## src/modbus_rtu_receive_framer_unit_defines.svh

```systemverilog
// Assertion macros shared by the receive framer modules.
`ifndef MODBUS_RTU_RECEIVE_FRAMER_UNIT_DEFINES_SVH
`define MODBUS_RTU_RECEIVE_FRAMER_UNIT_DEFINES_SVH

`ifndef SYNTH
// Checked property, disabled while reset is asserted.
`define MBRX_ASSERT(lbl, prop) \
  lbl: assert property (@(posedge clk_i) disable iff (!rst_ni) (prop)) \
    else $error("mbrx assertion failed");
// Checked property, evaluated during reset too.
`define MBRX_ASSERT_ALWAYS(lbl, prop) \
  lbl: assert property (@(posedge clk_i) (prop)) \
    else $error("mbrx assertion failed");
`else
`define MBRX_ASSERT(lbl, prop)
`define MBRX_ASSERT_ALWAYS(lbl, prop)
`endif

`endif

```

## src/mbrx_pkg.sv

```systemverilog
// Types, constants and the CRC helper of the Modbus RTU receive framer.
package mbrx_pkg;

  localparam int BUFFER_BYTES    = 256;
  localparam int MIN_FRAME_BYTES = 4;
  localparam int FRAME_OVERHEAD  = 4;

  localparam int ADDR_W = $clog2(BUFFER_BYTES);
  localparam int CNT_W  = $clog2(BUFFER_BYTES + 1);
  localparam int POS_W  = 9;
  localparam int APB_AW = 3;

  localparam logic [7:0]  OWN_ADDR_RST  = 8'd1;
  localparam logic [15:0] SILENCE_RST   = 16'd40;
  localparam logic [15:0] CRC_PRESET    = 16'hFFFF;
  localparam logic [15:0] CRC_RESIDUE   = 16'h0000;
  localparam logic [15:0] CRC_POLY      = 16'hA001;
  localparam logic [7:0]  BCAST_ADDR    = 8'h00;

  // Register index taken from paddr[2]
  localparam logic REG_OWN_ADDRESS   = 1'b0;
  localparam logic REG_SILENCE_TICKS = 1'b1;

  typedef enum logic [1:0] {
    MODE_INIT = 2'd0,
    MODE_IDLE = 2'd1,
    MODE_RECV = 2'd2,
    MODE_ERR  = 2'd3
  } mode_e;

  typedef enum logic [1:0] {
    OP_BYTE    = 2'd0,
    OP_TICK    = 2'd1,
    OP_READ    = 2'd2,
    OP_RESTART = 2'd3
  } opcode_e;

  typedef enum logic [2:0] {
    ST_NONE     = 3'd0,
    ST_OK       = 3'd1,
    ST_BAD      = 3'd2,
    ST_NOT_ADDR = 3'd3,
    ST_READ     = 3'd4
  } status_e;

  typedef struct packed {
    status_e    status;
    logic [7:0] frame_address;
    logic [7:0] function_code;
    logic [7:0] pdu_length;
    logic       rd_sel;
  } mbrx_res_t;

  function automatic logic [15:0] crc_fold(input logic [15:0] crc, input logic [7:0] b);
    logic [15:0] c;
    c = crc ^ {8'h00, b};
    for (int k = 0; k < 8; k++) begin
      c = c[0] ? ((c >> 1) ^ CRC_POLY) : (c >> 1);
    end
    return c;
  endfunction

endpackage

```

## src/mbrx_ram.sv

```systemverilog
// Generic single-write, single-read RAM with registered read data.
module mbrx_ram #(
  parameter int WIDTH = 8,
  parameter int DEPTH = 256
) (
  input  logic                     clk_i,
  input  logic                     we_i,
  input  logic [$clog2(DEPTH)-1:0] waddr_i,
  input  logic [WIDTH-1:0]         wdata_i,
  input  logic                     re_i,
  input  logic [$clog2(DEPTH)-1:0] raddr_i,
  output logic [WIDTH-1:0]         rdata_o
);

  logic [WIDTH-1:0] mem_q [DEPTH];
  logic [WIDTH-1:0] rdata_q;

  always_ff @(posedge clk_i) begin
    if (we_i) begin
      mem_q[waddr_i] <= wdata_i;
    end
    if (re_i) begin
      rdata_q <= mem_q[raddr_i];
    end
  end

  assign rdata_o = rdata_q;

endmodule

```

## src/mbrx_ctrl.sv

```systemverilog
// Receive control: mode, frame count, running CRC, silence timer, store access.
`include "modbus_rtu_receive_framer_unit_defines.svh"
module mbrx_ctrl import mbrx_pkg::*; (
  input  logic              clk_i,
  input  logic              rst_ni,
  input  logic              fire_i,
  input  logic [1:0]        opcode_i,
  input  logic [7:0]        rx_byte_i,
  input  logic [7:0]        pdu_index_i,
  input  logic [7:0]        own_address_i,
  input  logic [15:0]       silence_ticks_i,
  output logic              ram_we_o,
  output logic [ADDR_W-1:0] ram_waddr_o,
  output logic [7:0]        ram_wdata_o,
  output logic              ram_re_o,
  output logic [ADDR_W-1:0] ram_raddr_o,
  output mbrx_res_t         res_o
);

  mode_e             mode_q, mode_d;
  logic [CNT_W-1:0]  cnt_q, cnt_d;
  logic [15:0]       crc_q, crc_d;
  logic [15:0]       tmr_q, tmr_d;
  logic              armed_q, armed_d;
  logic [7:0]        addr_q, addr_d;
  logic [7:0]        fc_q, fc_d;

  always_ff @(posedge clk_i or negedge rst_ni) begin
    if (!rst_ni) begin
      mode_q  <= MODE_INIT;
      cnt_q   <= '0;
      crc_q   <= CRC_PRESET;
      tmr_q   <= SILENCE_RST;
      armed_q <= 1'b1;
    end else begin
      mode_q  <= mode_d;
      cnt_q   <= cnt_d;
      crc_q   <= crc_d;
      tmr_q   <= tmr_d;
      armed_q <= armed_d;
    end
  end

  // Address and function code mirror store entries 0 and 1 for the verdict
  always_ff @(posedge clk_i) begin
    addr_q <= addr_d;
    fc_q   <= fc_d;
  end

  always_comb begin
    logic [CNT_W-1:0] base_cnt;
    logic [15:0]      base_crc;
    logic [POS_W-1:0] pos;

    mode_d      = mode_q;
    cnt_d       = cnt_q;
    crc_d       = crc_q;
    tmr_d       = tmr_q;
    armed_d     = armed_q;
    addr_d      = addr_q;
    fc_d        = fc_q;
    ram_we_o    = 1'b0;
    ram_waddr_o = cnt_q[ADDR_W-1:0];
    ram_wdata_o = rx_byte_i;
    ram_re_o    = 1'b0;
    res_o       = '0;
    base_cnt    = (mode_q == MODE_IDLE) ? '0 : cnt_q;
    base_crc    = (mode_q == MODE_IDLE) ? CRC_PRESET : crc_q;
    pos         = {1'b0, pdu_index_i} + POS_W'(2);
    ram_raddr_o = pos[ADDR_W-1:0];

    if (fire_i) begin
      unique case (opcode_e'(opcode_i))
        OP_BYTE: begin
          tmr_d   = silence_ticks_i;
          armed_d = 1'b1;
          if (mode_q == MODE_IDLE || mode_q == MODE_RECV) begin
            mode_d = MODE_RECV;
            cnt_d  = base_cnt;
            crc_d  = base_crc;
            if (base_cnt < CNT_W'(BUFFER_BYTES)) begin
              ram_we_o    = 1'b1;
              ram_waddr_o = base_cnt[ADDR_W-1:0];
              cnt_d       = base_cnt + CNT_W'(1);
              crc_d       = crc_fold(base_crc, rx_byte_i);
              if (base_cnt == CNT_W'(0)) begin
                addr_d = rx_byte_i;
              end
              if (base_cnt == CNT_W'(1)) begin
                fc_d = rx_byte_i;
              end
            end else begin
              // Store full: drop the beat
              mode_d = MODE_ERR;
            end
          end
        end
        OP_TICK: begin
          if (armed_q) begin
            if (tmr_q <= 16'd1) begin
              tmr_d   = '0;
              armed_d = 1'b0;
              mode_d  = MODE_IDLE;
              if (mode_q == MODE_RECV) begin
                if (cnt_q < CNT_W'(MIN_FRAME_BYTES) || crc_q != CRC_RESIDUE) begin
                  res_o.status = ST_BAD;
                end else if (addr_q != own_address_i && addr_q != BCAST_ADDR) begin
                  res_o.status = ST_NOT_ADDR;
                end else begin
                  res_o.status        = ST_OK;
                  res_o.frame_address = addr_q;
                  res_o.function_code = fc_q;
                  res_o.pdu_length    = 8'(cnt_q - CNT_W'(FRAME_OVERHEAD));
                end
              end
            end else begin
              tmr_d = tmr_q - 16'd1;
            end
          end
        end
        OP_READ: begin
          res_o.status = ST_READ;
          if (pos < POS_W'(BUFFER_BYTES)) begin
            ram_re_o     = 1'b1;
            res_o.rd_sel = 1'b1;
          end
        end
        OP_RESTART: begin
          mode_d  = MODE_INIT;
          tmr_d   = silence_ticks_i;
          armed_d = 1'b1;
        end
        default: begin
          mode_d = mode_q;
        end
      endcase
    end
  end

  `MBRX_ASSERT(a_disarmed_zero, !armed_q |-> tmr_q == 16'd0)
  `MBRX_ASSERT(a_cnt_bound, cnt_q <= CNT_W'(BUFFER_BYTES))
  `MBRX_ASSERT(a_ok_needs_recv, res_o.status == ST_OK |-> mode_q == MODE_RECV && fire_i)

endmodule

```

## src/mbrx_out.sv

```systemverilog
// Result stage after the store read, followed by the output register.
`include "modbus_rtu_receive_framer_unit_defines.svh"
module mbrx_out import mbrx_pkg::*; (
  input  logic       clk_i,
  input  logic       rst_ni,
  input  logic       fire_i,
  input  mbrx_res_t  res_i,
  input  logic [7:0] ram_rdata_i,
  output logic       take_o,
  output logic       out_valid_o,
  input  logic       out_ready_i,
  output logic [2:0] status_o,
  output logic [7:0] frame_address_o,
  output logic [7:0] function_code_o,
  output logic [7:0] pdu_length_o,
  output logic [7:0] read_data_o
);

  logic      s1_v_q, s1_v_d;
  mbrx_res_t s1_q;
  logic      out_v_q, out_v_d;
  logic [2:0] status_q;
  logic [7:0] addr_q, fc_q, plen_q, rdata_q;
  logic      adv;

  // Read data stays in the RAM register while this stage stalls: no new read
  // can be issued then.
  assign adv     = s1_v_q && (!out_v_q || out_ready_i);
  assign take_o  = !s1_v_q || adv;
  assign s1_v_d  = fire_i || (s1_v_q && !adv);
  assign out_v_d = adv || (out_v_q && !out_ready_i);

  always_ff @(posedge clk_i or negedge rst_ni) begin
    if (!rst_ni) begin
      s1_v_q  <= 1'b0;
      out_v_q <= 1'b0;
    end else begin
      s1_v_q  <= s1_v_d;
      out_v_q <= out_v_d;
    end
  end

  always_ff @(posedge clk_i) begin
    if (fire_i) begin
      s1_q <= res_i;
    end
    if (adv) begin
      status_q <= s1_q.status;
      addr_q   <= s1_q.frame_address;
      fc_q     <= s1_q.function_code;
      plen_q   <= s1_q.pdu_length;
      rdata_q  <= s1_q.rd_sel ? ram_rdata_i : 8'h00;
    end
  end

  assign out_valid_o     = out_v_q;
  assign status_o        = status_q;
  assign frame_address_o = addr_q;
  assign function_code_o = fc_q;
  assign pdu_length_o    = plen_q;
  assign read_data_o     = rdata_q;

  `MBRX_ASSERT(a_s1_held, s1_v_q && out_v_q && !out_ready_i |=> s1_v_q)
  `MBRX_ASSERT(a_no_overrun, fire_i |-> take_o)
  `MBRX_ASSERT_ALWAYS(a_rst_empty, !rst_ni |-> !out_valid_o)

endmodule

```

## src/modbus_rtu_receive_framer_unit.sv

```systemverilog
// Modbus RTU receive framer: frames serial bytes by line silence, checks
// length, CRC and address, and answers reads of the stored PDU. One item is
// accepted per clock cycle unless a stalled output holds the result stage;
// each returns exactly one result beat via the result stage, which waits on
// the registered store read port, and then the output register. Effects on
// mode, count, CRC and timer are complete in the accept cycle, so a read may
// follow a byte directly. own_address is at byte address 0, silence_ticks at 4.
module modbus_rtu_receive_framer_unit import mbrx_pkg::*; (
  input  logic              clk_i,
  input  logic              rst_ni,
  input  logic              in_valid_i,
  output logic              in_ready_o,
  input  logic [1:0]        opcode_i,
  input  logic [7:0]        rx_byte_i,
  input  logic [7:0]        pdu_index_i,
  output logic              out_valid_o,
  input  logic              out_ready_i,
  output logic [2:0]        status_o,
  output logic [7:0]        frame_address_o,
  output logic [7:0]        function_code_o,
  output logic [7:0]        pdu_length_o,
  output logic [7:0]        read_data_o,
  input  logic              psel,
  input  logic              penable,
  input  logic              pwrite,
  input  logic [APB_AW-1:0] paddr,
  input  logic [31:0]       pwdata,
  output logic [31:0]       prdata,
  output logic              pready
);

  logic [7:0]        own_address_q;
  logic [15:0]       silence_ticks_q;
  logic              cfg_wr;
  logic              fire;
  logic              take;
  logic              ram_we, ram_re;
  logic [ADDR_W-1:0] ram_waddr, ram_raddr;
  logic [7:0]        ram_wdata, ram_rdata;
  mbrx_res_t         res;

  assign pready = 1'b1;
  assign cfg_wr = psel && penable && pwrite && pready;

  always_ff @(posedge clk_i or negedge rst_ni) begin
    if (!rst_ni) begin
      own_address_q   <= OWN_ADDR_RST;
      silence_ticks_q <= SILENCE_RST;
    end else if (cfg_wr) begin
      if (paddr[2] == REG_OWN_ADDRESS) begin
        own_address_q <= pwdata[7:0];
      end else begin
        silence_ticks_q <= pwdata[15:0];
      end
    end
  end

  assign prdata = (paddr[2] == REG_SILENCE_TICKS) ? {16'h0000, silence_ticks_q}
                                                  : {24'h000000, own_address_q};

  assign in_ready_o = take;
  assign fire       = in_valid_i && take;

  mbrx_ctrl u_ctrl (
    .clk_i           (clk_i),
    .rst_ni          (rst_ni),
    .fire_i          (fire),
    .opcode_i        (opcode_i),
    .rx_byte_i       (rx_byte_i),
    .pdu_index_i     (pdu_index_i),
    .own_address_i   (own_address_q),
    .silence_ticks_i (silence_ticks_q),
    .ram_we_o        (ram_we),
    .ram_waddr_o     (ram_waddr),
    .ram_wdata_o     (ram_wdata),
    .ram_re_o        (ram_re),
    .ram_raddr_o     (ram_raddr),
    .res_o           (res)
  );

  mbrx_ram #(
    .WIDTH (8),
    .DEPTH (BUFFER_BYTES)
  ) u_store (
    .clk_i   (clk_i),
    .we_i    (ram_we),
    .waddr_i (ram_waddr),
    .wdata_i (ram_wdata),
    .re_i    (ram_re),
    .raddr_i (ram_raddr),
    .rdata_o (ram_rdata)
  );

  mbrx_out u_out (
    .clk_i           (clk_i),
    .rst_ni          (rst_ni),
    .fire_i          (fire),
    .res_i           (res),
    .ram_rdata_i     (ram_rdata),
    .take_o          (take),
    .out_valid_o     (out_valid_o),
    .out_ready_i     (out_ready_i),
    .status_o        (status_o),
    .frame_address_o (frame_address_o),
    .function_code_o (function_code_o),
    .pdu_length_o    (pdu_length_o),
    .read_data_o     (read_data_o)
  );

endmodule
```

## config.mk

```make
export PLATFORM = sky130hd
export DESIGN_NAME = modbus_rtu_receive_framer_unit
export DESIGN_NICKNAME = d
export VERILOG_FILES = /design/src/mbrx_pkg.sv /design/src/mbrx_ram.sv /design/src/mbrx_ctrl.sv /design/src/mbrx_out.sv /design/src/modbus_rtu_receive_framer_unit.sv
export VERILOG_INCLUDE_DIRS = /design/src /design/src/src
export SDC_FILE = /design/constraint.sdc
export NUM_CORES = 2
export LEC_CHECK = 0
export BUFFER_PORTS_ARGS = -buffer_cell sky130_fd_sc_hd__buf_2
export CAP_MARGIN = 25
export CORE_ASPECT_RATIO = 2
export CORE_MARGIN = 2
export CORE_UTILIZATION = 65
export CTS_CLUSTER_SIZE = 14
export DETAILED_ROUTE_END_ITERATION = 12
export PLACE_DENSITY_LB_ADDON = 0.1
export SLEW_MARGIN = 30
export SYNTH_ARGS = -nofsm -noshare
export SYNTH_HDL_FRONTEND = slang
export SYNTH_SLANG_ARGS = --single-unit
export TNS_END_PERCENT = 10
```

## constraint.sdc

```tcl
create_clock -name clk_i -period 7.3 [get_ports clk_i]
set_input_delay 0.365 -clock clk_i [delete_from_list [all_inputs] [get_ports clk_i]]
set_output_delay 0.365 -clock clk_i [all_outputs]
set_load 0.01 [all_outputs]
```

==> metrics list <==
- Outcome: finished, final reports clean
- Levels on crit path: 7
- Initial core utilization: 65.3%
- Entering global routing, the biggest net connects 188 pins.
- Counting flops and latches in the post-synthesis netlist gives 2205.
- For this design, the slowest cell found on the critical path is sky130_fd_sc_hd__nand4_1.
- Yosys attributes the largest share of cell area to sky130_fd_sc_hd__edfxtp_1, sky130_fd_sc_hd__mux4_2, sky130_fd_sc_hd__nor2_1.
- Including well taps, the total number of placed cells is 6079.
- Worst slew margin relative to its limit: 19.5%
- Initial DRC Count: 4606
- Once detail routing completed, the nets flagged for antenna violations numbered 0.
- In this run the deepest clock path goes through 4 buffers.
* Worst Hold Class: input port to flip-flop
* Post-synthesis instance total: 4402
- Clock skew after layout: 0.0312 ns
* Last element of the critical path: u_store.mem_q[231][4]$_DFFE_PP_
* Crit Path Class: flip-flop to flip-flop
- Together, buffers and inverters on the worst path number 3.
- The first global-routing pass estimated 311 mm of wire.
- After legalization and detailed placement, the total HPWL measured 140 mm.
* Die outline width: 263 um
* Number of remaining DRC errors: 0
- At the pin with the least slew margin, the transition time is 1.20 ns.
- The die is 522 um tall.
* CP Launch Type: flip-flop
* Number of inserted filler cells in the final layout: 8129
* Unrepaired setup endpoints after global routing: no
- In the synthesized netlist the async set-or-reset flop fraction comes to 3.17%.
- Post-Route Utilization: 70.9%
* Num Clock Sinks: 2205
* Yosys warnings: 0
* Peak Freq: 0.200 GHz
- Pwr per Cell Area: 269 mW/mm^2
- Number of violations of the max-capacitance limit: 0
- IR Drop Worst-Case VDD: 0.273 mV
- The max-slew violation count is 0.
- Beginning of the worst register-to-register path: u_ctrl.mode_q[1]$_DFFE_PN0P_
- In the synthesized netlist the dominant register cell turns out to be sky130_fd_sc_hd__edfxtp_1.
- After global routing the overflow that remains totals 0.
* Endpoint of the worst-slack reg-to-reg timing path: u_store.mem_q[231][4]$_DFFE_PP_
- At the later pin of the worst-skew pair, clock insertion delay measures 0.82 ns.
- In this run the mean area of a mapped cell was 19.8 um^2.
* Data arrival time of the worst path: 5.43 ns
- Post-synth EDFFs: 2135
- Area of the core: 0.134 mm^2
- Routability-driven placement finished with a final weighted congestion of 0.899.
- The top cell type by area accounts for 73.5% of the synthesized area.
* Leading cell types by count after synthesis: sky130_fd_sc_hd__edfxtp_1, sky130_fd_sc_hd__mux4_2, sky130_fd_sc_hd__nor2_1
- In the finished design, the share of the clock period the worst path needs comes to 68.4%.
- After detailed routing, the total wire length is 217 mm.
- Most Frequent Cell on Critical Path: sky130_fd_sc_hd__inv_1
* Tmin final: 4.99 ns
- Via Count: 43900
* Required time worst endpoint: 7.74 ns
- GRT Total Usage: 32.2%
- Clock tree from TritonCTS: yes
* Initial antenna violation count: 5
* Leakage power total: 29.9 nW
* Crit-path cells: inv_1 -> ha_1 -> inv_1 -> a21oi_2 -> nand4_1 -> buf_4 -> nor2_1
* Hold-fix buffer count after cts: 23
* Capturing element type of the critical path: flip-flop
- Final setup viols: 0
- Number of distinct standard cells referenced by the synthesized netlist: 81
- For the worst flop-to-flop path, the logic depth is 7.
- Number of input and output port buffers inserted: 94
* Sequential area share after synthesis: 75.6%
* Critical path launch point: u_ctrl.mode_q[1]$_DFFE_PN0P_
- Among all cell types in the netlist, the one instantiated most often is sky130_fd_sc_hd__edfxtp_1.
- Final net count: 4640
* Setup_tns: 0 ns
- The mapped netlist covers 0.0872 mm^2.
- Clock-pin slew was measured on the worst setup and hold paths at 0.06 ns.
- Number of levels in the clock H-tree: 4
* Count of standard-cell rows: 190
* Hold_ws: 0.0340 ns
- Dominant cell type by area after synthesis: sky130_fd_sc_hd__edfxtp_1
- Using the TritonRoute via totals, the vias-per-cell ratio works out to 6.89.
* Area of the die: 0.137 mm^2
- Count of final hold-check violations: 0
- After clock tree synthesis, the repair step resized 0 gates.
* Register-to-register setup slack: 2.31 ns
- Cell family contributing the most delay on the critical path: simple AND/OR/NAND/NOR gates
- For this design the top-level I/O count stands at 130.
- TritonCTS created 189 clock buffers.
* Via count of the first global-routing pass: 44800
- Largest fanout on the critical path: 23
- Delay of the slowest critical-path stage: 1.02 ns
- Layout-stage area growth over the synthesis result: 8.67%
* Pwr Total: 25.5 mW
- In the final layout, the share of cells above drive strength 1 is 21.2%.
- Before antenna repair, the detailed router went through 6 iterations.
- Routed len/inst: 34.1 um
- Non-filler instance count after layout: 6377
- After clock tree synthesis, the setup repair step added 0 buffers.
- CTS placed an instance of sky130_fd_sc_hd__clkbuf_16 at the clock tree root.
## final cells by class
cell class | instances | area (um^2) | share of cell area, %
Antenna cell | 7 | 17.5 | 0.0185
Clock buffer | 244 | 5000 | 5.28
Clock inverter | 23 | 114 | 0.120
Inverter | 19 | 71.3 | 0.0753
Multi-Input combinational cell | 1933 | 19800 | 20.9
Sequential cell | 2205 | 65900 | 69.5
Tap cell | 1728 | 2160 | 2.28
Timing Repair Buffer | 218 | 1730 | 1.83
## sequential cells by signal, summed over array words and instances, names as in the netlist
name	count
u_out.function_code_o	8
u_ctrl.mode_q	2
u_store.rdata_o	8
u_out.frame_address_o	8
u_store.mem_q	2048
u_ctrl.tmr_q	16
u_out.s1_v_q	1
u_out.s1_q	28
u_out.status_o	3
own_address_q	8
u_ctrl.fc_q	8
u_out.out_valid_o	1
silence_ticks_q	16
u_ctrl.crc_q	16
u_ctrl.cnt_q	9
u_ctrl.addr_q	8
u_out.pdu_length_o	8
u_ctrl.armed_q	1
u_out.read_data_o	8
## metrics by stage
stage | setup WS, ns | area [um^2]
finish | 2.31 | 94800
CTS | 2.41 | 94700
global route | 2.17 | 94700
floorplan | 4.50 | 87300
global placement | 2.39 | 89300
detailed placement | 2.41 | 89400
## kinds of logic after synthesis
logic type | synth area share [%]
and+or+nand+nor | 4.78
xor gates and xnor gates | 0.515
muxes | 14.8
buffers and inverters | 1.93
adders and majority gates | 0.201
other | 0.00861
AOI/OAI and AO/OA | 2.24
DFF | 75.6
## worst min path at each step
| stage | start | to | slack [ns] | depth (start not counted) |
|---|---|---|---|---|
| 2_1_floorplan | rst_ni | own_address_q[1]$_DFFE_PN0P_ | 0.07 | 0 |
| 3_3_place_gp | u_out.s1_q[20]$_SDFFCE_PP0N_ | u_out.frame_address_o[3]$_DFFE_PP_ | 0.40 | 0 |
| 3_5_place_dp | u_out.s1_q[10]$_SDFFCE_PP0N_ | u_out.function_code_o[1]$_DFFE_PP_ | 0.40 | 0 |
| 4_1_cts | rx_byte_i[0] | u_store.mem_q[241][0]$_DFFE_PP_ | 0.01 | 1 |
| 5_1_grt | rx_byte_i[0] | u_store.mem_q[34][0]$_DFFE_PP_ | 0.03 | 1 |
| 6_report | rx_byte_i[2] | u_store.mem_q[40][2]$_DFFE_PP_ | 0.03 | 1 |
## report_power, final
group	internal [mW]	total, mW	switching [mW]	leakage, nW
Combinational	0.831	2.27	1.44	7.36
Clock	4.75	8.93	4.18	2.48
Sequential	14.1	14.3	0.183	20.0
## layer usage
metal	track usage (%)	vias to the layer above	routed length [um]
met3	4.36	513	15500
met2	57.2	2279	116000
met1	38.1	23000	72100
li1	-	18100	-
met5	0	-	23
met4	18.0	4	13900
## placed cells by master (no fill, tap or decap), drive strengths merged, types with 43 or more instances in the layout
cell type,count
mux4,513
mux2i,90
buf,187
and2,49
a21oi,54
nand2,311
clkbuf,252
nor3,43
nor2,333
nand3,88
dfrtp,48
edfxtp,2135
Power figures use the tool's default switching activity.
